--- src/rtl/gpit_pkg.sv ---
`default_nettype none
package gpit_pkg;
  localparam int unsigned PolyW = 64;

  typedef enum logic [2:0] {
    DP_NOP,
    DP_LOAD,
    DP_SQ_INIT,
    DP_SQ_STEP,
    DP_REM_INIT,
    DP_REM_STEP,
    DP_GCD_INIT,
    DP_GCD_STEP
  } dp_op_e;

  typedef struct packed {
    dp_op_e op;
  } dp_cmd_t;

  typedef struct packed {
    logic       trivial_red;
    logic       no_rounds;
    logic       last_round;
    logic       step_done;
    logic       gcd_done;
    logic       gcd_is_one;
  } dp_sts_t;
endpackage
`default_nettype wire

--- src/rtl/gpit_datapath.sv ---
`default_nettype none
module gpit_datapath #(
  parameter int unsigned MAX_DEGREE = 63
) (
  input  wire logic              clk_i,
  input  wire logic              rst_ni,
  input  wire logic [63:0]       poly_bits_i,
  input  wire gpit_pkg::dp_cmd_t cmd_i,
  output gpit_pkg::dp_sts_t      sts_o
);
  localparam logic [63:0] Mask = {64{1'b1}} >> (63 - MAX_DEGREE);

  logic [63:0] modulus_q, modulus_d;
  logic [63:0] power_q, power_d;
  logic [63:0] acc_q, acc_d;
  logic [63:0] gcd_left_q, gcd_left_d;
  logic [63:0] gcd_right_q, gcd_right_d;
  logic [5:0]  round_index_q, round_index_d;
  logic [5:0]  deg_q, deg_d;
  logic [5:0]  bit_q, bit_d;

  logic [63:0] f_in;
  logic [5:0]  f_deg;
  logic [5:0]  r_deg;
  logic [63:0] sq_sh;
  logic [63:0] sq_nx;

  // priority encoders for degree of the loaded word and of the gcd right operand
  always_comb begin
    f_in  = poly_bits_i & Mask;
    f_deg = '0;
    for (int k = 0; k < 64; k++) begin
      if (f_in[k]) f_deg = 6'(k);
    end
    r_deg = '0;
    for (int k = 0; k < 64; k++) begin
      if (gcd_right_q[k]) r_deg = 6'(k);
    end
  end

  // one mulmod step: shift, reduce, conditional add
  always_comb begin
    sq_sh = acc_q << 1;
    if (sq_sh[deg_q]) sq_sh = sq_sh ^ modulus_q;
    sq_nx = power_q[bit_q] ? (sq_sh ^ power_q) : sq_sh;
  end

  always_comb begin
    modulus_d     = modulus_q;
    power_d       = power_q;
    acc_d         = acc_q;
    gcd_left_d    = gcd_left_q;
    gcd_right_d   = gcd_right_q;
    round_index_d = round_index_q;
    deg_d         = deg_q;
    bit_d         = bit_q;
    unique case (cmd_i.op)
      gpit_pkg::DP_LOAD: begin
        modulus_d     = f_in;
        deg_d         = f_deg;
        power_d       = 64'd2;
        round_index_d = '0;
      end
      gpit_pkg::DP_SQ_INIT: begin
        acc_d         = '0;
        bit_d         = 6'd63;
        round_index_d = round_index_q + 6'd1;
      end
      gpit_pkg::DP_SQ_STEP: begin
        acc_d = sq_nx;
        bit_d = bit_q - 6'd1;
        if (bit_q == '0) power_d = sq_nx;
      end
      gpit_pkg::DP_REM_INIT: begin
        // power is reduced, so power^x has degree < deg unless deg == 1
        acc_d = power_q ^ 64'd2;
        bit_d = 6'd63;
      end
      gpit_pkg::DP_REM_STEP: begin
        if (bit_q >= deg_q && acc_q[bit_q]) acc_d = acc_q ^ (modulus_q << (bit_q - deg_q));
        bit_d = bit_q - 6'd1;
      end
      gpit_pkg::DP_GCD_INIT: begin
        gcd_left_d  = modulus_q;
        gcd_right_d = acc_q;
        bit_d       = 6'd63;
      end
      gpit_pkg::DP_GCD_STEP: begin
        // reduce left by right one bit per cycle, then swap
        if (bit_q >= r_deg && gcd_left_q[bit_q])
          gcd_left_d = gcd_left_q ^ (gcd_right_q << (bit_q - r_deg));
        if (bit_q == r_deg) begin
          gcd_left_d  = gcd_right_q;
          gcd_right_d = gcd_left_q[bit_q] ?
                        (gcd_left_q ^ gcd_right_q) : gcd_left_q;
          bit_d       = r_deg;
        end else begin
          bit_d = bit_q - 6'd1;
        end
      end
      default: ;
    endcase
  end

  always_ff @(posedge clk_i or negedge rst_ni) begin
    if (!rst_ni) begin
      modulus_q     <= '0;
      power_q       <= '0;
      gcd_left_q    <= '0;
      gcd_right_q   <= '0;
      round_index_q <= '0;
      deg_q         <= '0;
      bit_q         <= '0;
      acc_q         <= '0;
    end else begin
      modulus_q     <= modulus_d;
      power_q       <= power_d;
      gcd_left_q    <= gcd_left_d;
      gcd_right_q   <= gcd_right_d;
      round_index_q <= round_index_d;
      deg_q         <= deg_d;
      bit_q         <= bit_d;
      acc_q         <= acc_d;
    end
  end

  assign sts_o.trivial_red = (modulus_q == 64'd1) || (modulus_q == 64'd2);
  assign sts_o.no_rounds   = (deg_q < 6'd2);
  assign sts_o.last_round  = (round_index_q == {1'b0, deg_q[5:1]});
  assign sts_o.step_done   = (bit_q == '0);
  assign sts_o.gcd_done    = (gcd_right_q == '0);
  assign sts_o.gcd_is_one  = (gcd_left_q == 64'd1);
endmodule
`default_nettype wire

--- config.mk ---
export PLATFORM = sky130hd
export DESIGN_NAME = gpit_datapath
export DESIGN_NICKNAME = d
export VERILOG_FILES = /design/src/rtl/gpit_pkg.sv /design/src/rtl/gpit_datapath.sv
export SDC_FILE = /design/constraint.sdc
export NUM_CORES = 2
export LEC_CHECK = 0
export ABC_CLOCK_PERIOD_IN_PS = 7700
export BUFFER_PORTS_ARGS = -buffer_cell sky130_fd_sc_hd__buf_2
export CORE_ASPECT_RATIO = 1.2
export CORE_MARGIN = 2
export CORE_UTILIZATION = 39
export DETAILED_ROUTE_END_ITERATION = 16
export PLACE_DENSITY_LB_ADDON = 0.15
export SLEW_MARGIN = 20
export SYNTH_ARGS = -nofsm -noshare
export SYNTH_HDL_FRONTEND = slang
export SYNTH_SLANG_ARGS = --single-unit
--- constraint.sdc ---
create_clock -name clk_i -period 7.7 [get_ports clk_i]
set_input_delay 1.925 -clock clk_i [delete_from_list [all_inputs] [get_ports clk_i]]
set_output_delay 1.925 -clock clk_i [all_outputs]
set_load 0.02 [all_outputs]
==> results by group <==
Route
  – 1st-pass router iterations: 6
  – Wirelength, routed: 161 mm
  – Post-DR vias/cell: 6.97
  – Wire per inst: 33.5 microns
  – Via count: 33.5k
  – Initial drt markers: 5064
  – DR DRC count: 0
  – Detail Route Antenna Nets: 0

Yosys
  – Cell Area, Synth: 32300 sq um
  – Synth warn: 0
  – Post-synth ARST share: 100%
  – Synth Net Count: approximately 4k
  – Synth unique cells: 92
  – Post-Syn Instances: 3865
  – Seq/Total Area, Yosys: between 20% and 30%
  – Number of flops mapped to enable cells by yosys: 0
  – #FFs+latches synth: 338
  – Mean Syn Cell Area: ~8.3 sq um
  – Main synth FF type: dfrtp_1

Layout
  – Layout cell share with drive strength beyond 1: 12.9%
  – Area of the multi-input gates: 21900 sq um
  – Storage element area: approximately 8500 sq um
  – Most frequent cells in the layout: nand2_1 (662), dfrtp_1 (335), o21ai_0 (320)
  – Nets: between 3k and 4k
  – Fill count: 8227
  – Commonest non-fill, non-tap cell in the layout: nand2_1
  – Area Overhead vs Synth: 7.67%

Floorplan
  – Die extent in x: 267 microns
  – Std cell rows: 115
  – Initial core utilization: 39.3%
  – Die area: 85100 sq um
  – Core ar.: 82000 sq um
  – IO Pins: 75
  – Die height: 319 microns

Global route
  – Gr usage total: 37.2%
  – First-pass GRT wire length: 231 mm
  – GR peak layer: met2
  – Grt ovf: 0
  – M3 GR Usage: 8.08%
  – Vias in the first global route: roughly 31k
  – Largest net degree at the start of global routing: between 150 and 200
  – Met1 usage in global routing: 46.7%
  – Initial antenna violation count: 11
  – GRT met2 Usage: 55.5%

Worst hold path
  – Worst hold-check path type: reg2reg
  – Hold EP: round_index_q[5]$_DFFE_PN0P_
  – HP Start: round_index_q[5]$_DFFE_PN0P_
  – Number of cells on the worst hold path: 1

Flow run
  – Max cap viols: 0

Worst setup path
  – Worst setup EP type: register
  – Internal reg-to-reg setup slack: 1180 ps
  – FF-to-FF path depth: 17
  – Worst r2r dst: gcd_left_q[48]$_DFFE_PN0P_
  – Setup CP Type: reg2reg
  – Critical Path AT: 6990 ps
  – CP startpoint kind: register
  – Critical Path Fanout Max: 47
  – Worst R2R Start: gcd_right_q[10]$_DFFE_PN0P_
  – Data required, critical path: between 8000 and 9000 ps

Timing
  – Clock Skew: 32.3 ps
  – Fmax: ~0.15 GHz
  – RSZ-0062 raised after global routing: no
  – Slew Viols, Final: 0
  – Max-slew headroom: 19.0%
  – Worst-margin pin slew: 1210 ps
  – Fin crit period: 6520 ps
  – Tcrit/Tclk final: a little over four fifths
  – Hold Violations, Final: 0
  – Final setup vio count: 0
  – Setup_tns: 0 ps

Clock network
  – Num CTS Buffers: between 40 and 50
  – H-tree depth: 2
  – Sink Count: 338
  – Max clock buf depth: 3
  – CTS tree: yes
  – Root Buffer: clkbuf_16
  – Post_cts resized: 0
  – Post-CTS Setup Inserts: 0
  – Worst-path clk slew: roughly 60 ps
  – Hold-fix buffers at CTS: 0
  – Clk Latency, worst-skew pair: 610 ps

Placement
  – Port Buffers: 74
  – GPL Wtd Cong: 1.06
  – Post-detail-place hpwl: about 120 mm

Status
  – Status: complete, no violations
==> Yosys cell counts (all sizes together), types with 23 or more instances <==
cell type  instances  share of area [%]
a311oi            32               0.87
o31ai             24               0.56
inv              121                1.4
buf              131                2.5
nor2             189                2.2
a31oi             42               0.86
dfrtp            338                 26
mux2              25               0.87
and3              23               0.45
o211ai            84                2.0
mux4             182                 13
a32oi             71                1.9
xnor2            158                4.3
o21ai            344                5.3
mux2i            221                6.9
nand4             23               0.45
a22oi             40               0.93
clkbuf           228                2.7
or3               28               0.54
nand2            664                7.7
a211oi            45                1.1
a21oi            191                3.0
xor2              66                1.8
nand3            142                2.2
nor4              68                1.3
nor3              87                1.4
==> sequential cells by signal (all words and copies together), names as in the netlist <==
signal / cells
power_q: 64
acc_q: 64
deg_q: 6
gcd_right_q: 64
gcd_left_q: 64
modulus_q: 64
bit_q: 6
round_index_q: 6
==> layout make-up <==
cell class	instances	area share [%]
Antenna cell	10	0.0720
Clock buffer	61	3.44
Clock inverter	17	0.803
Inverter	123	1.33
Multi-Input combinational cell	3045	63.2
Sequential cell	338	24.4
Tap cell	1053	3.79
Timing Repair Buffer	158	3.05
==> worst max-delay path by stage <==
| stage | depth (start not counted) | endpoint | from |
|---|---|---|---|
| 4_1_cts | 20 | gcd_left_q[14]$_DFFE_PN0P_ | gcd_right_q[11]$_DFFE_PN0P_ |
| 3_5_place_dp | 20 | gcd_left_q[14]$_DFFE_PN0P_ | gcd_right_q[10]$_DFFE_PN0P_ |
| 3_3_place_gp | 20 | gcd_left_q[14]$_DFFE_PN0P_ | gcd_right_q[10]$_DFFE_PN0P_ |
| 5_1_grt | 18 | gcd_left_q[30]$_DFFE_PN0P_ | gcd_right_q[10]$_DFFE_PN0P_ |
| 2_1_floorplan | 20 | gcd_left_q[60]$_DFFE_PN0P_ | gcd_right_q[11]$_DFFE_PN0P_ |
| 6_report | 17 | gcd_left_q[48]$_DFFE_PN0P_ | gcd_right_q[10]$_DFFE_PN0P_ |
==> worst max-delay path: stages (launching register included) <==
cell	delay [ps]
dfrtp_1	500
or4_1	530
o21ai_0	190
a21oi_1	100
o21ai_0	570
a31oi_1	160
o2111ai_1	220
a31oi_1	120
o21a_1	250
ha_1	430
nor2b_1	190
o21ai_0	200
nor3b_1	590
or2_2	940
mux2i_1	380
mux2i_1	610
mux2i_1	260
o21ai_0	120
==> logic make-up after synthesis <==
| kind of cell | Yosys count | synth area share (%) |
|---|---|---|
| mux | 428 | 20.4 |
| buf+inv | 482 | 6.58 |
| flops | 338 | 26.2 |
| simple gates | 1299 | 17.9 |
| fa+ha+maj | 19 | 0.783 |
| compound gates | 1075 | 22.0 |
| xor+xnor | 224 | 6.15 |
==> per-layer routing <==
metal	share of wire (%)	up-vias	wire length [microns]
li1	-	14100	-
met1	37	16500	59500
met2	44	2273	70400
met3	10	609	16100
met4	9.3	2	15000
met5	0.0081	-	13
==> metrics by stage <==
step	hold WS (ps)	instances	setup slack [ps]	util (%)	area (sq um)
5_1_grt	528	4796	940	42.3	34700
6_report	504	4805	1180	42.4	34700
3_5_place_dp	496	4717	1340	40.5	33200
4_1_cts	505	4795	1280	42.3	34700
2_1_floorplan	453	3865	3100	-	32300
3_3_place_gp	497	4717	1420	40.5	33200
Power is left out: the tool's default activity adds up to more than one toggle a clock period on the data nets, which glitch-free logic cannot reach.
